$ cat src/hdl/mme_pkg.sv
package mme_pkg;

	// Field widths of the item and result words.
	localparam int IDX_W = 6;
	localparam int VAL_W = 16;
	localparam int PROD_W = 2 * VAL_W;
	localparam int PV_W = 38;

	// Configuration register file.
	localparam int CFG_W = 7;
	localparam int PADDR_W = 4;
	localparam int PDATA_W = 32;
	localparam int REG_IDX_W = 2;
	localparam logic [REG_IDX_W-1:0] REG_ROWS_A = 2'd0;
	localparam logic [REG_IDX_W-1:0] REG_INNER_LEN = 2'd1;
	localparam logic [REG_IDX_W-1:0] REG_COLS_B = 2'd2;
	localparam logic [CFG_W-1:0] CFG_RESET = 7'd64;

	// Kind codes on the input channel.
	localparam logic [1:0] KIND_LOAD_A = 2'd0;
	localparam logic [1:0] KIND_LOAD_B = 2'd1;
	localparam logic [1:0] KIND_REQUEST = 2'd2;

	// Depth of the queue between the front and back parts.
	localparam int QUEUE_DEPTH = 4;

	// Operations that survive classification.
	typedef enum logic [1:0] {
		OP_LOAD_A = 2'd0,
		OP_LOAD_B = 2'd1,
		OP_REQUEST = 2'd2
	} op_t;

	// One classified word waiting for the back part.
	typedef struct packed {
		op_t op;
		logic [IDX_W-1:0] row;
		logic [IDX_W-1:0] col;
		logic [VAL_W-1:0] value;
	} entry_t;

	// Sequencer of the back part.
	typedef enum logic [1:0] {
		ST_IDLE,
		ST_WALK,
		ST_DRAIN,
		ST_DONE
	} back_state_t;

endpackage

$ cat src/hdl/mme_queue.sv
module mme_queue (
	input  logic            clk,
	input  logic            arst_n,
	input  logic            push,
	input  mme_pkg::entry_t push_entry,
	output logic            full,
	input  logic            pop,
	output logic            not_empty,
	output mme_pkg::entry_t head
);

	localparam int PW = (mme_pkg::QUEUE_DEPTH > 1) ? $clog2(mme_pkg::QUEUE_DEPTH) : 1;
	localparam int CW = $clog2(mme_pkg::QUEUE_DEPTH + 1);

	mme_pkg::entry_t slot_q [mme_pkg::QUEUE_DEPTH];
	logic [PW-1:0]   wr_ptr_q;
	logic [PW-1:0]   rd_ptr_q;
	logic [CW-1:0]   count_q;
	logic            do_push;
	logic            do_pop;

	assign full = (32'(count_q) == mme_pkg::QUEUE_DEPTH);
	assign not_empty = (count_q != '0);
	assign head = slot_q[rd_ptr_q];
	assign do_push = push && !full;
	assign do_pop = pop && not_empty;

	// Storage slots; payload only.
	always_ff @(posedge clk) begin
		if (do_push) begin
			slot_q[wr_ptr_q] <= push_entry;
		end
	end

	// Pointers and fill count.
	always_ff @(posedge clk or negedge arst_n) begin
		if (!arst_n) begin
			wr_ptr_q <= '0;
			rd_ptr_q <= '0;
			count_q <= '0;
		end else begin
			if (do_push) begin
				wr_ptr_q <= (32'(wr_ptr_q) == mme_pkg::QUEUE_DEPTH - 1) ? '0 : wr_ptr_q + PW'(1);
			end
			if (do_pop) begin
				rd_ptr_q <= (32'(rd_ptr_q) == mme_pkg::QUEUE_DEPTH - 1) ? '0 : rd_ptr_q + PW'(1);
			end
			if (do_push && !do_pop) begin
				count_q <= count_q + CW'(1);
			end else if (do_pop && !do_push) begin
				count_q <= count_q - CW'(1);
			end
		end
	end

endmodule

$ cat config.mk
export PLATFORM = sky130hd
export DESIGN_NAME = mme_queue
export DESIGN_NICKNAME = d
export VERILOG_FILES = /design/src/hdl/mme_pkg.sv /design/src/hdl/mme_queue.sv
export SDC_FILE = /design/constraint.sdc
export NUM_CORES = 1
export LEC_CHECK = 0
export ABC_AREA = 1
export BUFFER_PORTS_ARGS = -buffer_cell sky130_fd_sc_hd__buf_4
export CAP_MARGIN = 40
export CORE_AREA = 2 2 97 118
export CTS_CLUSTER_SIZE = 28
export DETAILED_ROUTE_END_ITERATION = 8
export DIE_AREA = 0 0 99 120
export PLACE_DENSITY = 0.7
export SKIP_LAST_GASP = 1
export SYNTH_ARGS = -nofsm -noshare
export SYNTH_HDL_FRONTEND = slang
export SYNTH_SLANG_ARGS = --single-unit
$ cat constraint.sdc
create_clock -name clk -period 3.3 [get_ports clk]
set_input_delay 0.66 -clock clk [delete_from_list [all_inputs] [get_ports clk]]
set_output_delay 0.66 -clock clk [all_outputs]
set_load 0.01 [all_outputs]
== Word-level counts from Yosys, hierarchy flattened ==
Memory sizes are Yosys's and may differ from the RTL's.
Cells that the tools add are included.
Word-level totals
  logic and storage cells: 26
  bits of input ports: 34
  bits in registers: 7
  output and inout bits: 32
  bits in writable memories: 120
  memories: 1
Cells by class
  add/sub/neg operators: 4
  reduce and logical (&&, ||, !) cells: 9
  mux-type cells: 6
  eq/ne operators: 3
Memory list
  slot_q: words 4, bits a word 30, read ports 1, clocked after memory_dff 0, write ports 1, RTL line mme_queue.sv:15  | mme_pkg::entry_t slot_q [mme_pkg::QUEUE_DEPTH];
Operators with widths (number)
  2-to-1 mux 3 bit: 2
  adder 2 x 1 -> 2 bit (second input constant): 2
  equality test 2 bit (second input constant): 2
  logical AND 1 bit: 4
  2-to-1 mux 2 bit: 2
  adder 3 x 1 -> 3 bit (second input constant): 1
  equality test 3 bit (second input constant): 1
  zero test 1 bit: 3
  nonzero test 3 bit: 1
  subtractor 3 x 1 -> 3 bit (second input constant): 1
  2-to-1 mux 1 bit: 2
  nonzero test 2 bit: 1

== Depth between registers and ports, before layout ==
  word-level depth: 7
  mapped depth: 12
  gate-level depth less buffers: 12

== Least setup slack after synthesis ==
No wires, ideal clock.
  kind: input to register
  start: input port push
  end: memory slot_q[0][0] (netlist bit), enable pin
  cell stages on the path: 2
  library setup time: 0.417 ns
  path slack: 0.806 ns
  path buffers: 0
  arrival: 2.077 ns
  data required time: 2.883 ns
  path through: nand2_1 > nor2_1
Between the ends
  longest elaborated chain between the ends: 3
Ends and longest elaborated chain
  start: declaration: RTL line mme_queue.sv:4  | input logic push,
  logical AND 1 bit: RTL line mme_queue.sv:25  | assign do_push = push && !full;
  2-to-1 mux 1 bit: RTL line mme_queue.sv:30  | if (do_push) begin
  2-to-1 mux 1 bit (implied by the code): RTL line mme_queue.sv:31  | slot_q[wr_ptr_q] <= push_entry;
  end: declaration: RTL line mme_queue.sv:15
No other way between the ends.

==> impl_metrics.env <==
export IMPL_status="complete, no violations"
export IMPL_worst_pin_slew_ns=0.834
export IMPL_p_per_area_nw_per_um2=932
export IMPL_viasPerCell=5.11
export IMPL_synth_nets=451
export IMPL_coreArea_um2=10800
export IMPL_drv_slew=0
export IMPL_clockBufferDepth=2
export IMPL_crit_fanout=84
export IMPL_synthSimpleGateAreaFrac=0.0865
export IMPL_cp_common_cell="nand2_1"
export IMPL_clock_latency_ns=0.40
export IMPL_ios=66
export IMPL_grt_pass1_wl_mm=15.8
export IMPL_cp_cell_sequence="buf_12, nand2_1, o211ai_1, nand2_1, buf_4"
export IMPL_yosysUniqueCellTypes=18
export IMPL_path_buf_inv=2
export IMPL_grt_pass1_vias=3344
export IMPL_slowest_stage="dfrtp_4"
export IMPL_clock_skew_final_ns=0.00710
export IMPL_postCtsSetupRepairBufs=0
export IMPL_setup_viol=0
export IMPL_grt_max_degree=85
export IMPL_hp_class="in2async"
export IMPL_clock_sinks=127
export IMPL_num_rows=42
export IMPL_seqPwrFrac=0.395
export IMPL_htreeDepth=4
export IMPL_ir_drop_mv=0.392
export IMPL_antenna_found_initial=0
export IMPL_syn_area_um2=5300
export IMPL_synth_xor_area_share=0.00165
export IMPL_pwr_share_comb=0.320
export IMPL_seq_area_frac_synth=0.714
export IMPL_fillers=830
export IMPL_vias=3201
export IMPL_diodes=0
export IMPL_routedWlPerCell_um=15.6
export IMPL_drive_gt1_frac=0.243
export IMPL_fin_tns_setup_ns=0
export IMPL_route_detailed_drc=0
export IMPL_sw_frac_of_total=0.329
export IMPL_worst_ep_arrival_time_ns=2.12
export IMPL_final_cell_mix="120 x edfxtp_1, 105 x nand2_1, 73 x inv_1"
export IMPL_power_leakage_nw=2.65
export IMPL_syn_to_final_growth_pct=21.8
export IMPL_syn_inst=410
export IMPL_fmax_ghz=0.359
export IMPL_final_area_um2=6450
export IMPL_initial_utilization=0.492
export IMPL_synth_compound_area_frac=0.0974
export IMPL_synth_area_per_cell_um2=12.9
export IMPL_period_share=0.844
export IMPL_slew_headroom=0.444
export IMPL_drt_iter0_drc=175
export IMPL_path_class="reg2out"
export IMPL_detail_route_antenna_nets=0
export IMPL_p_sw_w=0.00198
export IMPL_yosysWarnings=0
export IMPL_hold_viol=0
export IMPL_grt_use_total=0.176
export IMPL_clk_pin_slew_ns=0.05
export IMPL_synthAdderAreaFrac=0.0180
export IMPL_rsz0062_at_grt="no"
export IMPL_multi_input_area_um2=1110
export IMPL_synth_top_family_by_area="compound AO/OA/AOI/OAI gates"
export IMPL_port_buffers=65
export IMPL_min_period_ns=2.78
export IMPL_first_pass_iters=4
export IMPL_dieArea_um2=11900
export IMPL_cp_data_required_time_ns=2.64
export IMPL_die_y_um=120
export IMPL_p_int_w=0.00404
export IMPL_clock_power_share=0.285
export IMPL_cts_tree="built"
export IMPL_drv_cap=0
export IMPL_numCtsBuffers=17
export IMPL_gp_congestion=0.715
export IMPL_slowest_delay_ns=0.97
export IMPL_hold_buffers=0
export IMPL_cp_end_kind="output port"
export IMPL_finalNetCount=523
export IMPL_cts_resized=0
export IMPL_cts_root_buf="clkbuf_16"
export IMPL_hpwl_mm=6.03
export IMPL_synth_area_mux_share=0
export IMPL_regArea_um2=3780
export IMPL_critPathLaunchType="flip-flop"
export IMPL_placed_area_um2=5900
export IMPL_ys_ff_latch=127
export IMPL_critPathTopFamily="flip-flops"
export IMPL_wl_mm=9.75
export IMPL_final_common_cell="edfxtp_1"
export IMPL_overflow=0
export IMPL_fp_dieW_um=99
-- cell usage after synthesis (all sizes together) --
master	instances	area, um^2
ha	6	75.1
inv	75	282
buf	17	146
nand4	1	6.26
o21ai	1	5.00
xnor2	1	8.76
edfxtp	120	3600
fa	1	20.0
dfrtp	7	175
o211ai	60	510
nand2	105	394
nand3	7	35.0
clkbuf	3	11.3
nor2	6	22.5
-- final timing paths --
path / start / end / slack [ns] / depth (start not counted)
setup / recovery: rd_ptr_q[0]$_DFFE_PN0P_ / head[8] / 0.52 / 5
hold / removal: arst_n / wr_ptr_q[0]$_DFFE_PN0P_ / 0.06 / 1
setup reg to reg: count_q[0]$_DFFE_PN0P_ / count_q[1]$_DFFE_PN0P_ / 1.11 / 9
hold reg to reg: count_q[2]$_DFFE_PN0P_ / count_q[2]$_DFFE_PN0P_ / 0.50 / 2
max in group asynchronous: arst_n / rd_ptr_q[0]$_DFFE_PN0P_ / 3.10 / 1
min in group clk: push_entry[6] / slot_q[2][6]$_DFFE_PP_ / 0.46 / 1
-- power groups by stage --
stage / Clock (W) / Combinational [W] / Sequential [W]
2_1_floorplan: 0 / 0.00133 / 0.00225
3_3_place_gp: 0 / 0.00189 / 0.00238
3_5_place_dp: 0 / 0.00195 / 0.00240
4_1_cts: 0.00175 / 0.00197 / 0.00237
5_1_grt: 0.00182 / 0.00214 / 0.00242
6_report: 0.00171 / 0.00192 / 0.00237
-- sequential cells by signal, summed over array words and instances (netlist names) --
| signal | cells |
|---|---|
| slot_q | 120 |
| count_q | 3 |
| rd_ptr_q | 2 |
| wr_ptr_q | 2 |
-- layout make-up --
cell class | instances | area share
clock buffers | 19 | 0.0671
clock inverters | 12 | 0.0188
inverters | 75 | 0.0436
multi-input cells | 188 | 0.172
flip-flops and latches | 127 | 0.586
well taps | 132 | 0.0256
repair buffers | 73 | 0.0869
-- layer usage --
| metal | global-route usage | vias to the layer above | wire [um] |
|---|---|---|---|
| li1 | - | 1551 | - |
| met1 | 0.202 | 1559 | 3830 |
| met2 | 0.307 | 76 | 5350 |
| met3 | 0.0466 | 15 | 390 |
| met4 | 0.0813 | 0 | 191 |
| met5 | 0 | - | 0 |
-- per-stage QoR --
stage / worst slack [ns] / std cells / power (W) / hold WS, ns / util
after floorplan: 0.806 / 410 / 0.00359 / 0.364 / -
after global placement: 1.01 / 595 / 0.00427 / 0.479 / 0.547
after detailed placement: 0.954 / 595 / 0.00436 / 0.480 / 0.547
after CTS: 0.491 / 626 / 0.00609 / 0.0455 / 0.599
after global routing: 0.348 / 626 / 0.00637 / 0.0548 / 0.599
final: 0.515 / 626 / 0.00601 / 0.0637 / 0.599
-- cells by family after synthesis --
group                      count (synthesis)
AOI/OAI and AO/OA                         61
xor gates and xnor gates                   1
adders and majority gates                  7
buffers and inverters                     95
DFF                                      127
and+or+nand+nor                          119
Note: power is estimated with default switching activity, not from simulation.
