[src/hdl/mme_pkg.sv]
package mme_pkg;

	// Field widths of the item and result words.
	localparam int IDX_W = 6;
	localparam int VAL_W = 16;
	localparam int PROD_W = 2 * VAL_W;
	localparam int PV_W = 38;

	// Configuration register file.
	localparam int CFG_W = 7;
	localparam int PADDR_W = 4;
	localparam int PDATA_W = 32;
	localparam int REG_IDX_W = 2;
	localparam logic [REG_IDX_W-1:0] REG_ROWS_A = 2'd0;
	localparam logic [REG_IDX_W-1:0] REG_INNER_LEN = 2'd1;
	localparam logic [REG_IDX_W-1:0] REG_COLS_B = 2'd2;
	localparam logic [CFG_W-1:0] CFG_RESET = 7'd64;

	// Kind codes on the input channel.
	localparam logic [1:0] KIND_LOAD_A = 2'd0;
	localparam logic [1:0] KIND_LOAD_B = 2'd1;
	localparam logic [1:0] KIND_REQUEST = 2'd2;

	// Depth of the queue between the front and back parts.
	localparam int QUEUE_DEPTH = 4;

	// Operations that survive classification.
	typedef enum logic [1:0] {
		OP_LOAD_A = 2'd0,
		OP_LOAD_B = 2'd1,
		OP_REQUEST = 2'd2
	} op_t;

	// One classified word waiting for the back part.
	typedef struct packed {
		op_t op;
		logic [IDX_W-1:0] row;
		logic [IDX_W-1:0] col;
		logic [VAL_W-1:0] value;
	} entry_t;

	// Sequencer of the back part.
	typedef enum logic [1:0] {
		ST_IDLE,
		ST_WALK,
		ST_DRAIN,
		ST_DONE
	} back_state_t;

endpackage

[src/hdl/mme_front.sv]
module mme_front #(
	parameter int DIM_MAX = 64,
	parameter int LW = 7
) (
	input  logic                          in_valid,
	output logic                          in_stall,
	input  logic [1:0]                    kind,
	input  logic [mme_pkg::IDX_W-1:0]     row_index,
	input  logic [mme_pkg::IDX_W-1:0]     col_index,
	input  logic [mme_pkg::VAL_W-1:0]     element_value,
	input  logic [mme_pkg::CFG_W-1:0]     rows_a,
	input  logic [mme_pkg::CFG_W-1:0]     inner_len,
	input  logic [mme_pkg::CFG_W-1:0]     cols_b,
	input  logic                          q_full,
	output logic                          push,
	output mme_pkg::entry_t               push_entry,
	output logic [LW-1:0]                 k_len
);

	logic [LW-1:0] m_len;
	logic [LW-1:0] n_len;
	logic          row_lt_m;
	logic          row_lt_k;
	logic          col_lt_k;
	logic          col_lt_n;
	logic          keep;
	logic          accept;

	// Register values above the store size act as the store size.
	assign m_len = (32'(rows_a) > DIM_MAX) ? LW'(DIM_MAX) : LW'(rows_a);
	assign k_len = (32'(inner_len) > DIM_MAX) ? LW'(DIM_MAX) : LW'(inner_len);
	assign n_len = (32'(cols_b) > DIM_MAX) ? LW'(DIM_MAX) : LW'(cols_b);

	assign row_lt_m = 32'(row_index) < 32'(m_len);
	assign row_lt_k = 32'(row_index) < 32'(k_len);
	assign col_lt_k = 32'(col_index) < 32'(k_len);
	assign col_lt_n = 32'(col_index) < 32'(n_len);

	assign in_stall = q_full;
	assign accept = in_valid && !in_stall;

	// Classify the word and drop anything out of range or of unused kind.
	always_comb begin
		keep = 1'b0;
		push_entry.op = mme_pkg::OP_REQUEST;
		unique case (kind)
			mme_pkg::KIND_LOAD_A: begin
				keep = row_lt_m && col_lt_k;
				push_entry.op = mme_pkg::OP_LOAD_A;
			end
			mme_pkg::KIND_LOAD_B: begin
				keep = row_lt_k && col_lt_n;
				push_entry.op = mme_pkg::OP_LOAD_B;
			end
			mme_pkg::KIND_REQUEST: begin
				keep = row_lt_m && col_lt_n;
				push_entry.op = mme_pkg::OP_REQUEST;
			end
			default: begin
				keep = 1'b0;
			end
		endcase
		push_entry.row = row_index;
		push_entry.col = col_index;
		push_entry.value = element_value;
	end

	assign push = accept && keep;

endmodule

[config.mk]
export PLATFORM = sky130hd
export DESIGN_NAME = mme_front
export DESIGN_NICKNAME = d
export VERILOG_FILES = /design/src/hdl/mme_pkg.sv /design/src/hdl/mme_front.sv
export SDC_FILE = /design/constraint.sdc
export NUM_CORES = 1
export LEC_CHECK = 0
export BUFFER_PORTS_ARGS = -buffer_cell sky130_fd_sc_hd__buf_2
export CAP_MARGIN = 20
export CELL_PAD_IN_SITES_DETAIL_PLACEMENT = 0
export CELL_PAD_IN_SITES_GLOBAL_PLACEMENT = 1
export CORE_MARGIN = 5
export CORE_UTILIZATION = 24
export DETAILED_ROUTE_END_ITERATION = 10
export GPL_TIMING_DRIVEN = 0
export PLACE_DENSITY = 0.88
export SETUP_SLACK_MARGIN = 0.05
export SLEW_MARGIN = 0
export SYNTH_ARGS = -nofsm -noshare
export SYNTH_HDL_FRONTEND = slang
export SYNTH_SLANG_ARGS = --single-unit
[constraint.sdc]
create_clock -name vclk -period 4.1
set_clock_uncertainty 0.15 [all_clocks]
set_input_delay 0.82 -clock vclk [all_inputs]
set_output_delay 0.82 -clock vclk [all_outputs]
set_load 0.02 [all_outputs]
Word-level counts from Yosys, hierarchy flattened
Cells that the tools add are included.
{"block": "classes", "magnitude_cmp": 7, "n_reduce_logical": 7, "n_eq_ne": 2, "n_mux": 5}
{"cell": "less-than comparator 6 x 7 -> 1 bit", "n": 4}
{"cell": "greater-than comparator 7 bit, second input constant", "n": 3}
{"cell": "two-way mux 7 bit", "n": 3}
{"cell": "logical AND 1 bit", "n": 5}
{"cell": "one-hot mux 2 bit (2 select lines)", "n": 1}
{"cell": "one-hot mux 1 bit (3 select lines)", "n": 1}
{"cell": "== test 2 x 1 -> 1 bit, second input constant", "n": 1}
{"cell": "== test 2 bit, second input constant", "n": 1}
{"cell": "zero test 2 bit", "n": 1}
{"cell": "zero test 1 bit", "n": 1}
{"block": "totals", "output_inout_bits": 39, "word_cells": 21, "register_bits": 0, "input_bits": 53}

Depth between registers and ports, before layout
{"block": "depth", "depth_word": 6, "ltp_mapped": 8, "ltp_nobuf": 8}

Worst setup path before layout
OpenSTA, ideal clock, no wires.
{"block": "synth_timing", "path_type": "input to output", "from": "in inner_len[6] (netlist name)", "to": "out push", "path_stages": 8, "required_ns": 3.130, "path_slack_ns": 0.932, "arrival_ns": 2.198, "n_path_buf": 0, "cell_sequence": "nand2b_1 > ha_1 > a21oi_1 > o21ai_1 > a41oi_1 > o311ai_1 > o22a_1 > o21ai_2"}
{"block": "synth_between", "elab_chain_len": 6, "word_cells_on_any_way": 8, "classes_between": "order compare: 3; mux: 2; reduce/logical: 3"}
{"element": "from (decl)", "line_no": "mme_front.sv:12", "rtl": "input logic [mme_pkg::CFG_W-1:0] inner_len,"}
{"element": "greater-than comparator 7 bit", "line_no": "mme_front.sv:31", "rtl": "assign k_len = (32'(inner_len) > DIM_MAX) ? LW'(DIM_MAX) : LW'(inner_len);"}
{"element": "two-way mux 7 bit *", "line_no": "mme_front.sv:31"}
{"element": "less-than comparator 6 x 7 -> 1 bit (on tied branches)", "line_no": "mme_front.sv:35, mme_front.sv:36"}
{"element": "logical AND 1 bit (on tied branches)", "line_no": "mme_front.sv:52, mme_front.sv:48"}
{"element": "one-hot mux 1 bit (3 select lines) *", "line_no": "mme_front.sv:46", "rtl": "unique case (kind)"}
{"element": "logical AND 1 bit *", "line_no": "mme_front.sv:68", "rtl": "assign push = accept && keep;"}
{"element": "to (decl)", "line_no": "mme_front.sv:15", "rtl": "output logic push,"}
Every way passes the cells marked *; elsewhere a longest branch is shown, timed or not.

Final worst setup path
Same ends and word-level chain as after synthesis.

==> impl_metrics.env <==
export IMPL_status="finished clean"
export IMPL_rsz0062_at_grt="no"
export IMPL_grt_antenna_before_repair=0
export IMPL_slew_violations=0
export IMPL_die_h_um=68.9
export IMPL_cp_arrival_ps=2570
export IMPL_vias_per_cell=4.13
export IMPL_multi_input_area_sq_um=588
export IMPL_yosysSeqAreaShare_pct=0
export IMPL_grt_pass1_wl_mm=3.39
export IMPL_areaGrowthSynthToFinish_pct=52.6
export IMPL_critical_path_class="input port to output pin"
export IMPL_power_internal_mw=0.0688
export IMPL_power_density_nw_per_um2=112
export IMPL_ctsHoldBuffers=0
export IMPL_finalCriticalPeriod_ps=3540
export IMPL_power_frac_seq_pct=0
export IMPL_period_share_pct=86.3
export IMPL_setup_viol=0
export IMPL_synthAdderAreaFrac_pct=30.1
export IMPL_cp_required_ps=3130
export IMPL_start_util_pct=24.9
export IMPL_gr_total_overflow=0
export IMPL_register_area_sq_um=0
export IMPL_cts_resized=0
export IMPL_synth_area_per_cell_sq_um=7.36
export IMPL_drv_cap=0
export IMPL_fin_ws_ps=560
export IMPL_dr_pass1_iters=4
export IMPL_worst_pin_slew_ps=294
export IMPL_p_comb_share_pct=100.0
export IMPL_fill_cells=371
export IMPL_yosys_top_cells_area="ha_1 (30%), buf_4 (26%), nand2b_1 (13%)"
export IMPL_n_antenna_cell=0
export IMPL_slew_headroom_pct=80.1
export IMPL_hold_viol_final=0
export IMPL_whs_path_depth=2
export IMPL_synthesis_nets=186
export IMPL_grt_max_degree=10
export IMPL_synth_mux_area_share_pct=0
export IMPL_yosys_warnings=0
export IMPL_tns_ps=0
export IMPL_stdcell_count=235
export IMPL_ir_worst_vdd_uv=37.2
export IMPL_seq_cells=0
export IMPL_clkPwrFrac_pct=0
export IMPL_grt_pass1_vias=872
export IMPL_dpl_hpwl_mm=2.15
export IMPL_vias=970
export IMPL_die_w_um=68.9
export IMPL_nets=264
export IMPL_synth_area_sq_um=832
export IMPL_num_rows=21
export IMPL_hold_path_class="input port to output pin"
export IMPL_dieArea_sq_um=4740
export IMPL_worst_hold_slack_ps=1710
export IMPL_drc=0
export IMPL_worst_hold_path_endpoint="push_entry[15]"
export IMPL_dp_cells=235
export IMPL_p_sw_share_pct=51.6
export IMPL_clkbuf_count=0
export IMPL_synth_top_area_share_pct=30.1
export IMPL_place_congestion=0.683
export IMPL_yosysMostFrequentCell="buf_4"
export IMPL_port_buffers=76
export IMPL_synth_cell_type_count=23
export IMPL_synth_xor_area_share_pct=0
export IMPL_post_drt_wl_per_cell_um=9.72
export IMPL_drtIter0Drc=13
export IMPL_hp_start="element_value[15]"
export IMPL_io_pins=92
export IMPL_pre_cts_ws_ps=517
export IMPL_synth_top_family_by_area="adder cells"
export IMPL_ys_top_cells_by_count="buf_4 (29), ha_1 (20), nand2b_1 (17), a21oi_1 (7), nor2_1 (6)"
export IMPL_fin_total_pwr_mw=0.142
export IMPL_yosysTopAreaCell="ha_1"
export IMPL_p_leak_nw=0.729
export IMPL_critPathCaptureType="output pin"
export IMPL_synth_cells=113
export IMPL_drive_gt1_share_pct=58.7
export IMPL_crit_fanout=9
export IMPL_final_antenna_net_count=0
export IMPL_post_cts_buffers=0
export IMPL_fmax_mhz=283
export IMPL_synth_compound_area_share_pct=14.9
export IMPL_core_sq_um=3340
export IMPL_startpoint_type="input port"
export IMPL_wl_mm=2.28
export IMPL_p_sw_mw=0.0735
export IMPL_yosys_area_share_simple_pct=25.7
export IMPL_grt_total_usage_pct=8.77
[worst max-delay path by stage]
stage,startpoint,endpoint,slack [ps],depth (start not counted)
final,inner_len[6],push,560,10
after global routing,inner_len[6],push,360,10
after CTS,inner_len[6],push,510,10
after detailed placement,inner_len[6],push,520,10
after global placement,inner_len[6],push,570,10
after floorplan,inner_len[6],push,930,8
[cell families (layout without fill, tap and decap cells)]
group | count (synthesis) | after routing
AO/OA/AOI/OAI | 19 | 19
adder cells (fa/ha/maj) | 20 | 20
buffers and inverters | 36 | 112
AND/OR/NAND/NOR | 38 | 38
[critical path, stage by stage]
cell      delay [ps]
buf_2            150
nand2b_1         200
ha_1             300
a21oi_1          140
o21ai_1           90
a41oi_1          240
o311ai_1         120
o22a_1           230
o21ai_2          110
buf_2            170
[cell usage in the layout, fill, tap and decap left out, types with 3 or more instances in the layout]
cell / n
buf_2: 76
buf_4: 29
ha_1: 20
nand2b_1: 17
a21oi_1: 7
nor2_1: 6
nand2_1: 5
nor2b_1: 4
inv_2: 3
nand3_1: 3
[power groups by stage]
stage	clock network, mW	logic (mW)	registers [mW]
2_1_floorplan	0	0.0932	0
3_3_place_gp	0	0.142	0
3_5_place_dp	0	0.144	0
4_1_cts	0	0.145	0
5_1_grt	0	0.161	0
6_report	0	0.142	0
[stage by stage]
step | utilization, % | instance area [sq um]
floorplan | - | 832
global placement | 38.1 | 1270
detailed placement | 38.1 | 1270
CTS | 38.1 | 1270
global route | 38.1 | 1270
finish | 38.1 | 1270
[cell type report]
cell class / instances / share of cell area (%)
inverters: 5 / 1.48
plain buffers: 31 / 17.7
multi-input cells: 77 / 46.3
well taps: 46 / 4.53
repair buffers: 76 / 30.0
[metal layers]
metal	track usage, %	up-vias	share of wire [%]
li1	-	520	-
met5	0	-	0
met1	12.3	395	43
met3	0.324	0	11
met4	0	0	0
met2	15.7	55	46
(Power assumes the default switching activity.)
